--- src/hdl/cbz_pkg.sv ---
// Shared constants and types for the cubic Bezier point evaluator.
`default_nettype none

package cbz_pkg;

    localparam int COORD_BITS_DEF  = 14;
    localparam int T_FRAC_BITS_DEF = 16;

    // t/u stage, first-level lerp, second products, partial sums, output
    localparam int NUM_STAGES = 5;
    localparam int NUM_REGS   = 8;
    localparam int REG_IDX_W  = 3;

    typedef enum logic [REG_IDX_W-1:0] {
        REG_P0_X = 3'd0,
        REG_P0_Y = 3'd1,
        REG_P1_X = 3'd2,
        REG_P1_Y = 3'd3,
        REG_P2_X = 3'd4,
        REG_P2_Y = 3'd5,
        REG_P3_X = 3'd6,
        REG_P3_Y = 3'd7
    } cbz_reg_t;

    typedef struct packed {
        logic [NUM_STAGES-1:0] en;
    } cbz_ctl_t;

endpackage

`default_nettype wire

--- src/hdl/cbz_tu.sv ---
// Curve parameter stage: clamp t, form u = 1 - t, and carry both down the pipe.
`default_nettype none

module cbz_tu
    import cbz_pkg::*;
#(
    parameter int T_FRAC_BITS = T_FRAC_BITS_DEF
)
(
    input  wire logic                   clk,
    input  wire cbz_ctl_t               ctl,
    input  wire logic [T_FRAC_BITS:0]   t_fraction,
    output logic [T_FRAC_BITS:0]        t_stage [3],
    output logic [T_FRAC_BITS:0]        u_stage [3]
);

    localparam int TW = T_FRAC_BITS + 1;
    localparam logic [TW-1:0] T_ONE = TW'(1) << T_FRAC_BITS;

    logic [TW-1:0] t_sat;
    logic [TW-1:0] t_reg [3];
    logic [TW-1:0] u_reg [3];

    // clamp t above one
    assign t_sat = (t_fraction > T_ONE) ? T_ONE : t_fraction;

    always_ff @(posedge clk)
    begin
        if (ctl.en[0])
        begin
            t_reg[0] <= t_sat;
            u_reg[0] <= T_ONE - t_sat;
        end
        if (ctl.en[1])
        begin
            t_reg[1] <= t_reg[0];
            u_reg[1] <= u_reg[0];
        end
        if (ctl.en[2])
        begin
            t_reg[2] <= t_reg[1];
            u_reg[2] <= u_reg[1];
        end
    end

    assign t_stage = t_reg;
    assign u_stage = u_reg;

endmodule

`default_nettype wire

--- config.mk ---
export PLATFORM = sky130hd
export DESIGN_NAME = cbz_tu
export DESIGN_NICKNAME = d
export VERILOG_FILES = /design/src/hdl/cbz_pkg.sv /design/src/hdl/cbz_tu.sv
export SDC_FILE = /design/constraint.sdc
export NUM_CORES = 1
export LEC_CHECK = 0
export BUFFER_PORTS_ARGS = -buffer_cell sky130_fd_sc_hd__buf_2
export CAP_MARGIN = 10
export CELL_PAD_IN_SITES_DETAIL_PLACEMENT = 1
export CELL_PAD_IN_SITES_GLOBAL_PLACEMENT = 1
export CORE_UTILIZATION = 38
export DETAILED_ROUTE_END_ITERATION = 8
export PLACE_DENSITY = 0.85
export SETUP_SLACK_MARGIN = 0.5
export SYNTH_ARGS = -nofsm -noshare
export SYNTH_HDL_FRONTEND = slang
export SYNTH_SLANG_ARGS = --single-unit
--- constraint.sdc ---
create_clock -name clk -period 2.1 [get_ports clk]
set_input_delay 0.105 -clock clk [delete_from_list [all_inputs] [get_ports clk]]
set_output_delay 0.105 -clock clk [all_outputs]
set_load 0.02 [all_outputs]
* After elaboration in Yosys (flattened, before gate mapping) *
Cells that the tools add are included.

cells by class
  magnitude comparators = 1
  add/sub/neg operators = 1
  mux-type cells = 1

operators by type and width
  kind                      number
  $gt A17 B17 Y1 const B    1
  $mux W17                  1
  $sub A17 B17 Y17 const A  1

word-level totals
  bits in registers = 102
  logic and storage cells = 9
  bits of input ports = 23
  output and inout bits = 102

* Depth between registers and ports, before layout *
  depth after elaboration = 3
  depth in mapped cells = 7
  gate-level depth less buffers = 5

* Worst setup path after synthesis *
No wires, ideal clock.

  path type = in2reg
  start point = in t_fraction[16]
  end point = reg u_reg, in the netlist u_stage[44] (data pin)
  slack = 518 ps
  data required time = 1943 ps
  setup time = 157 ps
  arrival = 1425 ps
  stages on the path = 6
  path through = clkbuf_1 nand2b_1 ha_1 nand3_1 or4_1 a32oi_1

between the ends
  longest elaborated chain between the ends = 3

ends and longest elaborated chain
  item              line          text
  start, declared   cbz_tu.sv:12  input wire logic [T_FRAC_BITS:0] t_fraction,
  $gt A17 B17 Y1    cbz_tu.sv:25  assign t_sat = (t_fraction > T_ONE) ? T_ONE : t_fraction;
  $mux W17          cbz_tu.sv:25
  $sub A17 B17 Y17  cbz_tu.sv:32  u_reg[0] <= T_ONE - t_sat;
  end, declared     cbz_tu.sv:22  logic [TW-1:0] u_reg [3];

Every way passes these cells.
A chain may end at the register's enable or synchronous reset.

* Worst setup path after layout *
  start point = in t_fraction[0]
  end point = reg u_reg, in the netlist u_stage[44] (data pin)

between the ends
  longest elaborated chain between the ends = 3

ends and longest elaborated chain
  item                line
  $gt A17 B17 Y1      cbz_tu.sv:25
  $mux W17 *          cbz_tu.sv:25
  $sub A17 B17 Y17 *  cbz_tu.sv:32

Every way passes the cells marked *; elsewhere a longest branch is shown, timed or not.

==> summary.txt <==
Critical path
  • R2R cell count: 0
  • Critical path arrival: around 1500 ps
  • Critical Path Start Type: input pin
  • WP data required: 2180 ps
  • Crit path max fanout: 8
  • Crit Path Class: in -> reg
  • Crit end category: flop

Yosys
  • Post-synth EDFFs: 99
  • Syn_nets: between 200 and 250
  • Top_reg_cell synth: edfxtp_1
  • Syn Std Cell Area: approximately 3600 um^2
  • Yosys cell types: 42
  • Synthesized area per cell: ~19 um^2
  • Warnings, synthesis: 0
  • Ys async rst share: 0%
  • Syn Inst Count: approximately 190
  • Sequential fraction of the synthesis area: approximately 82%
  • #FFs+latches synth: a little under 100

Cells and area
  • Fin nets: ~340
  • Layout Area Growth over Synthesis: 25.3%
  • Commonest non-fill, non-tap cell in the layout: buf_2
  • Share of cells above drive strength 1: 44.6%
  • N_diodes: 0
  • Post-route cell area: 4520 um^2
  • Most frequent cells in the layout: 122 x buf_2, 99 x edfxtp_1, 12 x nor2b_1

Global routing
  • GR Util All Layers: between 10% and 20%
  • Number of global-route vias before repair: approximately 2300
  • Global-route wire length before repair: around 13000 um
  • Grt total ovfl: 0
  • Largest net degree at the start of global routing: 34
  • Initial antenna violation count: 0

Flow run
  • Max-cap violations: 0

Detailed routing
  • DRT iter0 DRCs: between 70 and 80
  • Vias: 2179
  • DRC Markers: 0
  • Drt total wl: around 8400 um
  • WL/cell: 18.6 um
  • Initial DRT Pass Iterations: 4
  • ANT nets after route: 0
  • Vias per cell: between 4 and 5

Clock network
  • # hold bufs at CTS: 0
  • TritonCTS buffer count: 9
  • PostCTS Resize Cnt: 0
  • Htree depth: 3
  • Postcts setup bufs: 0
  • CTS tree: done
  • Clock Latency Late Sink: 350 ps
  • CTS sink cnt: 99
  • Clk slew on worst S/H paths: about 90 ps
  • CTS root buf: clkbuf_8
  • Clock buffer depth: 2

Die
  • Die width: approximately 99 um
  • Die Y: approximately 99 um
  • Core Area: ~9200 um^2
  • Initial Utilization: 39.1%
  • Die area: 9890 um^2
  • Top Ports: 125
  • Rows: 35

STA
  • Final period utilization: between 60% and 70%
  • RSZ-0062 raised after global routing: false
  • Slew Viols, Final: 0
  • Peak Freq: between 700 and 800 MHz
  • Slew margin rel.: 52.1%
  • Endpoints failing setup: 0
  • Post-layout minimum cycle time: approximately 1400 ps
  • Total negative slack: 0 ps
  • Final worst-path setup slack: 725 ps
  • Hold Vio Cnt, Final: 0
  • Worst-margin pin slew: just over 700 ps
  • Fin Clk Skew: 11.3 ps

Placed design
  • Port buffer count: ~120
  • DP Area: about 4400 um^2
  • Place WS: 337 ps
  • GPL Wtd Cong: around 0.75
  • Post-DP HPWL: between 6000 and 7000 um

Power
  • Leak: 1.72 nW
  • PD cells: around 880 nW/um^2
  • Max IR drop VDD: roughly 0.4 mV

Status
  • Status: finished clean

Worst hold path
  • Worst hold path type: in -> reg
  • Hold depth: 2
[flip-flops by register name (all words and copies together) (netlist names)]
register,count
t_stage,51
u_stage,48
[routing by layer]
layer | vias up | track usage (%) | part of all wire [%]
li1 | 1004 | - | -
met2 | 85 | 33.9 | 58
met1 | 1074 | 18.3 | 35
met5 | - | 0 | 0
met4 | 0 | 8.03 | 3.0
met3 | 16 | 3.37 | 4.1
[synthesized netlist by cell type, types with 2 or more instances]
master | number | area, um^2
o21a_1 | 4 | 30.0
nor2_1 | 11 | 41.3
inv_1 | 2 | 7.51
edfxtp_1 | 99 | 2970
nand3_1 | 3 | 15.0
a21boi_0 | 2 | 15.0
buf_4 | 3 | 22.5
and2_1 | 5 | 31.3
nor4_4 | 2 | 42.5
nand2_1 | 2 | 7.51
clkbuf_1 | 4 | 15.0
xnor2_1 | 2 | 17.5
nor3_1 | 6 | 30.0
a211oi_1 | 4 | 30.0
nor4_1 | 2 | 12.5
o31a_1 | 2 | 17.5
nor2b_1 | 12 | 75.1
or4_1 | 2 | 15.0
nand2b_1 | 3 | 18.8
[critical path, cell delays in order]
cell     delay (ps)
buf_2           130
nor4_4          510
nand2_2         160
o21ai_1         380
a32oi_1         180
[path summary, 6_finish.rpt]
| check | from | to | slack (ps) |
|---|---|---|---|
| max | t_fraction[0] | u_stage[44] | 720 |
| max reg2reg | t_stage[19] | t_stage[2] | 1400 |
| min reg2reg | u_stage[20] | u_stage[3] | 440 |
| min | t_fraction[10] | t_stage[44] | 120 |
[stage by stage]
| step | utilization, % | power [mW] | instances | hold WS, ps |
|---|---|---|---|---|
| after detailed placement | 47.1 | 2.98 | 438 | 431 |
| after floorplan | - | 2.71 | 193 | 217 |
| after CTS | 49.0 | 4.01 | 454 | 110 |
| after global placement | 47.1 | 2.94 | 438 | 431 |
| final | 49.0 | 3.97 | 454 | 120 |
| after global routing | 49.0 | 4.11 | 454 | 130 |
[report_power, final]
part           internal (mW)  switching (mW)  leakage (nW)
Clock                  0.431           0.610        0.0787
Sequential              2.35          0.0695         0.965
Combinational          0.148           0.359         0.674
[area by class of cell]
cell class                 instances  area, um^2
clock buffer                      10         128
inverter                           2        7.51
clock inverter                     6        41.3
timing repair buffer             124         626
sequential                        99        2970
fill                             962        4720
tap                              129         161
multi-input combinational         84         587
[cells by family after synthesis]
family,after synthesis,synth area share (%)
AND/OR/NAND/NOR,57,10.1
XOR/XNOR,2,0.486
adder cells (fa/ha/maj),1,0.347
multiplexers,2,0.624
flip-flops,99,82.4
buffers and inverters,10,1.35
AO/OA/AOI/OAI,22,4.72
Note: power is estimated with default switching activity, not from simulation.
