## config.mk

```make
export PLATFORM = sky130hd
export DESIGN_NAME = cbz_ctrl
export DESIGN_NICKNAME = d
export VERILOG_FILES = /design/src/hdl/cbz_pkg.sv /design/src/hdl/cbz_ctrl.sv
export SDC_FILE = /design/constraint.sdc
export NUM_CORES = 1
export LEC_CHECK = 0
export BUFFER_PORTS_ARGS = -buffer_cell sky130_fd_sc_hd__buf_2
export CORE_AREA = 2 2 39 41
export CTS_CLUSTER_DIAMETER = 50
export DETAILED_ROUTE_END_ITERATION = 8
export DIE_AREA = 0 0 41 43
export REMOVE_ABC_BUFFERS = 1
export SETUP_SLACK_MARGIN = 0.02
export SLEW_MARGIN = 40
export SYNTH_ARGS = -nofsm -noshare
export SYNTH_HDL_FRONTEND = slang
export SYNTH_SLANG_ARGS = --single-unit
```

## constraint.sdc

```tcl
create_clock -name clk -period 1.5 [get_ports clk]
set_input_delay 0.075 -clock clk [delete_from_list [all_inputs] [get_ports clk]]
set_output_delay 0.075 -clock clk [all_outputs]
set_load 0.01 [all_outputs]
```

## src/hdl/cbz_pkg.sv

```systemverilog
// Shared constants and types for the cubic Bezier point evaluator.
`default_nettype none

package cbz_pkg;

    localparam int COORD_BITS_DEF  = 14;
    localparam int T_FRAC_BITS_DEF = 16;

    // t/u stage, first-level lerp, second products, partial sums, output
    localparam int NUM_STAGES = 5;
    localparam int NUM_REGS   = 8;
    localparam int REG_IDX_W  = 3;

    typedef enum logic [REG_IDX_W-1:0] {
        REG_P0_X = 3'd0,
        REG_P0_Y = 3'd1,
        REG_P1_X = 3'd2,
        REG_P1_Y = 3'd3,
        REG_P2_X = 3'd4,
        REG_P2_Y = 3'd5,
        REG_P3_X = 3'd6,
        REG_P3_Y = 3'd7
    } cbz_reg_t;

    typedef struct packed {
        logic [NUM_STAGES-1:0] en;
    } cbz_ctl_t;

endpackage

`default_nettype wire

```

## src/hdl/cbz_ctrl.sv

```systemverilog
// Valid/ready chain of the evaluation pipeline.
`default_nettype none

module cbz_ctrl
    import cbz_pkg::*;
(
    input  wire logic     clk,
    input  wire logic     rst_n,
    input  wire logic     in_valid,
    output logic          in_ready,
    output logic          out_valid,
    input  wire logic     out_ready,
    output cbz_ctl_t      ctl
);

    logic [NUM_STAGES-1:0] valid_reg;
    logic [NUM_STAGES-1:0] valid_next;
    logic [NUM_STAGES-1:0] rdy;

    // a stage loads when it is empty or its content moves on
    always_comb
    begin
        rdy[NUM_STAGES-1] = !valid_reg[NUM_STAGES-1] || out_ready;
        for (int k = NUM_STAGES - 2; k >= 0; k--)
        begin
            rdy[k] = !valid_reg[k] || rdy[k+1];
        end
        valid_next = valid_reg;
        if (rdy[0])
        begin
            valid_next[0] = in_valid;
        end
        for (int k = 1; k < NUM_STAGES; k++)
        begin
            if (rdy[k])
            begin
                valid_next[k] = valid_reg[k-1];
            end
        end
    end

    always_ff @(posedge clk or negedge rst_n)
    begin
        if (!rst_n)
        begin
            valid_reg <= '0;
        end
        else
        begin
            valid_reg <= valid_next;
        end
    end

    assign in_ready  = rdy[0];
    assign out_valid = valid_reg[NUM_STAGES-1];
    assign ctl.en    = rdy;

endmodule

`default_nettype wire

```

After elaboration in Yosys (flattened, before gate mapping)
Cells that the tools add are included.
- register bits after elaboration: 5
- input port bits: 4
- word-level logic and storage cells: 15
- reduce and logical (&&, ||, !) cells: 10
- operators by type and width (operator ; number):
    1-bit zero test ; 5
    1-bit logical OR ; 5

Longest topological paths before layout
Gate-level depths: netlist (run 1).
- depth after elaboration: 6
- depth in mapped cells: 4
- gate-level depth less buffers: 2

Least setup slack after synthesis (run 1)
OpenSTA, ideal clock, no wires.
- kind: register -> output
- from: reg valid_reg[4]
- to: out ctl[0] (netlist name)
- data arrival time: 1.030 ns
- required time: 1.425 ns
- setup slack: 0.395 ns
- stages on the path, launching flop included: 5
- path buffers: 2
- path through: dfrtp_1 and4b_1 buf_6 nand3_1 buf_4
- cells in the longest elaborated chain, start to end: 6
- ends and longest elaborated chain (item ; RTL line ; RTL):
    start: declaration ; cbz_ctrl.sv:16 ; logic [NUM_STAGES-1:0] valid_reg;
    start signal: assignment ; cbz_ctrl.sv:50 ; valid_reg <= valid_next;
    1-bit zero test ; cbz_ctrl.sv:23 ; rdy[NUM_STAGES-1] = !valid_reg[NUM_STAGES-1] || out_ready;
    1-bit logical OR ; cbz_ctrl.sv:23 ;
    1-bit logical OR (4 in a row) ; cbz_ctrl.sv:26 ; rdy[k] = !valid_reg[k] || rdy[k+1];
    end: declaration ; cbz_ctrl.sv:13 ; output cbz_ctl_t ctl
No other way between the ends.

Final worst setup path (run 1)
- from: reg valid_reg[4]
- to: out in_ready
- cells in the longest elaborated chain, start to end: 6
- ends and longest elaborated chain (item ; RTL line ; RTL):
    1-bit zero test ; cbz_ctrl.sv:23 ;
    1-bit logical OR ; cbz_ctrl.sv:23 ;
    1-bit logical OR (4 in a row) ; cbz_ctrl.sv:26 ;
    end: declaration ; cbz_ctrl.sv:10 ; output logic in_ready,
No other way between the ends.

==> results.cfg, run 1 <==
[logic_synthesis]
seq_area_frac_synth_pct = 58.1
yosysWarnings = 0
postSynthAreaPerCell_um2 = 12.0
synth_seq_cells = 5
syn-instance-count = 18
netlist_area_um2 = 215
ys_types = 12

[clock_network]
insertion_delay_ns = 0.25
cts_htree_levels = 1
cts_tree = done
ctsResizeCount = 0
cts.sink_count = 5
clockBufferDepth = 2
post_cts_buffers = 0
root_buffer = clkbuf_4
cts_made_buffers = 3
hold_buffers = 1
clk_pin_slew_ns = 0.05

[timing]
period_share_pct = 85.6
tightest_slew_ns = 0.203
postLayoutSetupSlackWorst_ns = 0.215
finalSetupTns_ns = 0
hold_violations = 0
rsz0062_at_grt = no
slew_headroom_pct = 86.5
setup_viol = 0
finClkSkew_ns = 0.00730
fmax_mhz = 779
fin_crit_ns = 1.28
slew_violations = 0

[placement]
dpl.cell_count = 42
gp_congestion = 0.662
dp_hpwl_um = 355
port_buffers = 10
pre_cts_slack_ns = 0.474

[setup_path]
critPathLaunchType = flip-flop
critical-path-top-delay-family = simple AND/OR/NAND/NOR gates
cp_cell_sequence = and4b_1, nand3_1, buf_2
setup.worst_path.start = valid_reg[4]
required_ns = 1.42
setup.worst_path.end_class = output pin
cp_slowest_stage_delay_ns = 0.38
critical-path-slowest-cell = dfrtp_1
worst_ep_arrival_time_ns = 1.21
rr_startpoint = valid_reg[4]
critPathKind = flip-flop to output pin
timing.critical_path.buf_inv = 1
crit_fanout = 6

[floorplan]
rows = 14
die_y_um = 43
initial_core_util_pct = 15.6
die_area_mm2 = 0.00176
io-pin-count = 11
die_w_um = 41
core-area_mm2 = 0.00138

[cells_and_area]
layout.area.seq_um2 = 125
layout_commonest_cell = buf_2
fin_nets = 37
drive_gt1_share_pct = 43.8
largest_register_ffs = 5
stdcell_count = 48
antenna_cells = 0
n_fill_cell = 154
layout_common_cells = 10 x buf_2, 5 x dfrtp_1, 3 x nand2b_1, 3 x clkbuf_4, 2 x dlygate4sd3_1
area_growth_pct = 45.9
multiInputGateArea_um2 = 67.6

[route]
drc = 0
vias = 183
drt_wl_total_um = 475
antenna_left = 0
drtPass1Iterations = 4
viasPerCell = 3.81
post_drt_wl_per_cell_um = 9.90
drt_iter0_drc = 6

[global_route]
grt_antenna_before_repair = 0
grt.total_usage_pct = 6.87
grt_pass1_vias = 150
grt_overflow = 0
grt_pass1_wl_um = 683
grt_max_degree = 7

[min_path]
hp-class = input pin to flip-flop
hp-start = out_ready

[run]
drv_cap = 0

[pwr]
p_leak_nw = 0.141
p_total_uw = 391
power_density_mw_per_mm2 = 1250
ir_worst_vdd_v = 0.000341

[run_status]
status = finished, final reports clean
## stage by stage
stage	hold WS (ns)	util [%]	instance area [um^2]
floorplan	-0.221	-	196
global placement	-0.105	19.3	267
detailed placement	-0.102	19.3	267
CTS	0.0121	22.0	304
global route	0.126	22.7	314
finish	0.130	22.7	314
## report_power, final
group	internal, mW	switching (mW)
Combinational	0.0341	0.0356
Sequential	0.151	0.0129
Clock	0.0968	0.0610
## path summary, 6_finish.rpt
kind / end / slack [ns] / cells past startpoint
max in group asynchronous: valid_reg[3] / 1.18 / 2
setup / recovery: in_ready / 0.22 / 3
hold / removal: valid_reg[4] / 0.13 / 3
min in group asynchronous: valid_reg[1] / 0.18 / 2
setup reg to reg: valid_reg[0] / 0.50 / 2
hold reg to reg: valid_reg[1] / 0.48 / 1
## cell usage after synthesis, drive strengths merged
cell / n / area, um^2
inv: 1 / 3.75
dfrtp: 5 / 125
nand3b: 1 / 7.51
nand2b: 3 / 18.8
and4b: 1 / 10.0
buf: 2 / 18.8
a21o: 1 / 7.51
or2: 1 / 6.26
a31o: 1 / 8.76
nand3: 1 / 5.00
nand2: 1 / 3.75
## final cells by class
cell class | instances | area share [%]
flip-flops and latches | 5 | 39.8
multi-input cells | 10 | 21.5
well taps | 16 | 6.37
clock inverters | 1 | 1.59
inverters | 1 | 1.20
repair buffers | 12 | 22.3
clock buffers | 3 | 7.17
## layer usage
metal | share of wire, % | GRT usage (%) | vias up
met2 | 38 | 7.50 | 13
met1 | 47 | 7.21 | 85
met4 | 0 | 4.00 | 0
li1 | - | - | 85
met3 | 15 | 8.38 | 0
met5 | 0 | 0 | -
## cell families after synthesis
logic type / Yosys count / synth area share [%]
simple gates: 8 / 23.8
buf+inv: 3 / 10.5
compound gates: 2 / 7.56
flops: 5 / 58.1
## worst reg2reg max path, delay by kind of cell (launching register included)
kind	cells	cell delay, ns
compound gates	1	0.23
flops	1	0.40
simple gates	1	0.25
Note: power is estimated with default switching activity, not from simulation.
==> run 2: changes to the inputs <==
ABC_CLOCK_PERIOD_IN_PS = 1500   (was unset)
CELL_PAD_IN_SITES_DETAIL_PLACEMENT = 0   (was unset)
CELL_PAD_IN_SITES_GLOBAL_PLACEMENT = 1   (was unset)
PLACE_DENSITY_LB_ADDON = 0.1   (was unset)
==> results.cfg, run 2 (synthesis gave the netlist of run 1 again) <==
[run_status]
status = finished, final reports clean

[placement]
gp_congestion = 0.626
dp_hpwl_um = 333
port_buffers = 10

[global_route]
grt_pass1_wl_um = 738
grt_antenna_before_repair = 0
grt_pass1_vias = 185
grt.total_usage_pct = 7.79
grt_max_degree = 7
grt_overflow = 0

[clock_network]
ctsResizeCount = 0
post_cts_buffers = 0
cts_htree_levels = 1
hold_buffers = 1
root_buffer = clkbuf_4
cts_tree = done
insertion_delay_ns = 0.24
clk_pin_slew_ns = 0.04
clockBufferDepth = 2
cts.sink_count = 5
cts_made_buffers = 3

[cells_and_area]
largest_register_ffs = 5
fin_nets = 36
n_fill_cell = 150
layout.area.seq_um2 = 125
multiInputGateArea_um2 = 67.6
layout_commonest_cell = buf_2
layout_common_cells = 10 x buf_2, 5 x dfrtp_1, 3 x nand2b_1, 3 x clkbuf_4
antenna_cells = 0
area_growth_pct = 40.7
drive_gt1_share_pct = 41.9
post-route-util_pct = 21.9

[floorplan]
rows = 14
initial_core_util_pct = 15.6
die_area_mm2 = 0.00176
die_y_um = 43
die_w_um = 41
core-area_mm2 = 0.00138
io-pin-count = 11

[min_path]
hp-class = input pin to flip-flop
hp-start = in_valid
hold_path_depth = 2
whs_endpoint = valid_reg[0]

[setup_path]
setup.worst_path.start = valid_reg[4]
worst_ep_arrival_time_ns = 1.22
rrSetupSlack_ns = 0.50
r2r_end = valid_reg[0]
critPathLaunchType = flip-flop
worstRegToRegCells = 2
critPathKind = flip-flop to output pin
crit_fanout = 6
rr_startpoint = valid_reg[3]
setup.worst_path.end_class = output pin
required_ns = 1.42

[timing]
finClkSkew_ns = 0.00178
tightest_slew_ns = 0.211
period_share_pct = 86.1
setup_viol = 0
hold_violations = 0
slew_headroom_pct = 85.9
slew_violations = 0
fin_crit_ns = 1.29
fmax_mhz = 774
finalSetupTns_ns = 0
rsz0062_at_grt = no

[route]
drc = 0
viasPerCell = 3.66
post_drt_wl_per_cell_um = 9.74
drtPass1Iterations = 4
vias = 172
drt_iter0_drc = 7
drt_wl_total_um = 458
antenna_left = 0

[pwr]
p_leak_nw = 0.135
pwr-share-seq_pct = 42.4
ir_worst_vdd_v = 0.000289
internal_power_uw = 284
power_density_mw_per_mm2 = 1270
power.net_switching_uw = 99.9
p_total_uw = 384
switching_share_pct = 26.0
clockPowerShare_pct = 39.9
pwr-share-comb_pct = 17.6

[run]
drv_cap = 0
==> run 2: cell types whose count changed in the layout (fill, tap and decap cells not counted) <==
cell	change
clkinv_2	-1
clkbuf_1	+1
dlygate4sd3_1	-1
==> run 2: critical path: stages (launching register included) <==
cell     delay [ns]
dfrtp_1        0.37
and4b_1        0.32
nand3_1        0.13
buf_2          0.16
==> run 2: worst max path at each step <==
stage | to | cells after the start
3_3_place_gp | in_ready | 3
4_1_cts | ctl[0] | 3
6_report | in_ready | 3
5_1_grt | ctl[0] | 3
2_1_floorplan | valid_reg[0] | 2
3_5_place_dp | ctl[0] | 3
==> run 2: final cells by class <==
cell class              instances  area share [%]
flip-flops and latches          5            41.3
inverters                       1            1.24
well taps                      16            6.61
clock buffers                   4            8.68
multi-input cells              10            22.3
repair buffers                 11            19.8
==> run 2: metrics by stage <==
step | hold slack [ns] | setup slack, ns | cells | cell area (um^2)
after detailed placement | -0.102 | 0.464 | 42 | 267
after global routing | 0.0106 | 0.0917 | 47 | 303
after floorplan | -0.221 | 0.525 | 16 | 196
final | 0.0360 | 0.209 | 47 | 303
after global placement | -0.0985 | 0.481 | 42 | 267
after CTS | 0.0217 | 0.195 | 47 | 303
==> run 2: power groups by stage <==
stage | logic, mW | clock network [mW] | registers, mW
finish | 0.0676 | 0.153 | 0.163
global route | 0.0766 | 0.181 | 0.165
CTS | 0.0691 | 0.164 | 0.163
global placement | 0.0679 | 0 | 0.165
floorplan | 0.0363 | 0 | 0.163
detailed placement | 0.0664 | 0 | 0.165
==> run 2: metal layers <==
metal  vias up  routed length [um]  track usage [%]
li1         85                   -                -
met1        74                 189             6.91
met2        13                 212             9.06
met3         0                  56             7.85
met4         0                   0             8.00
met5         -                   0                0
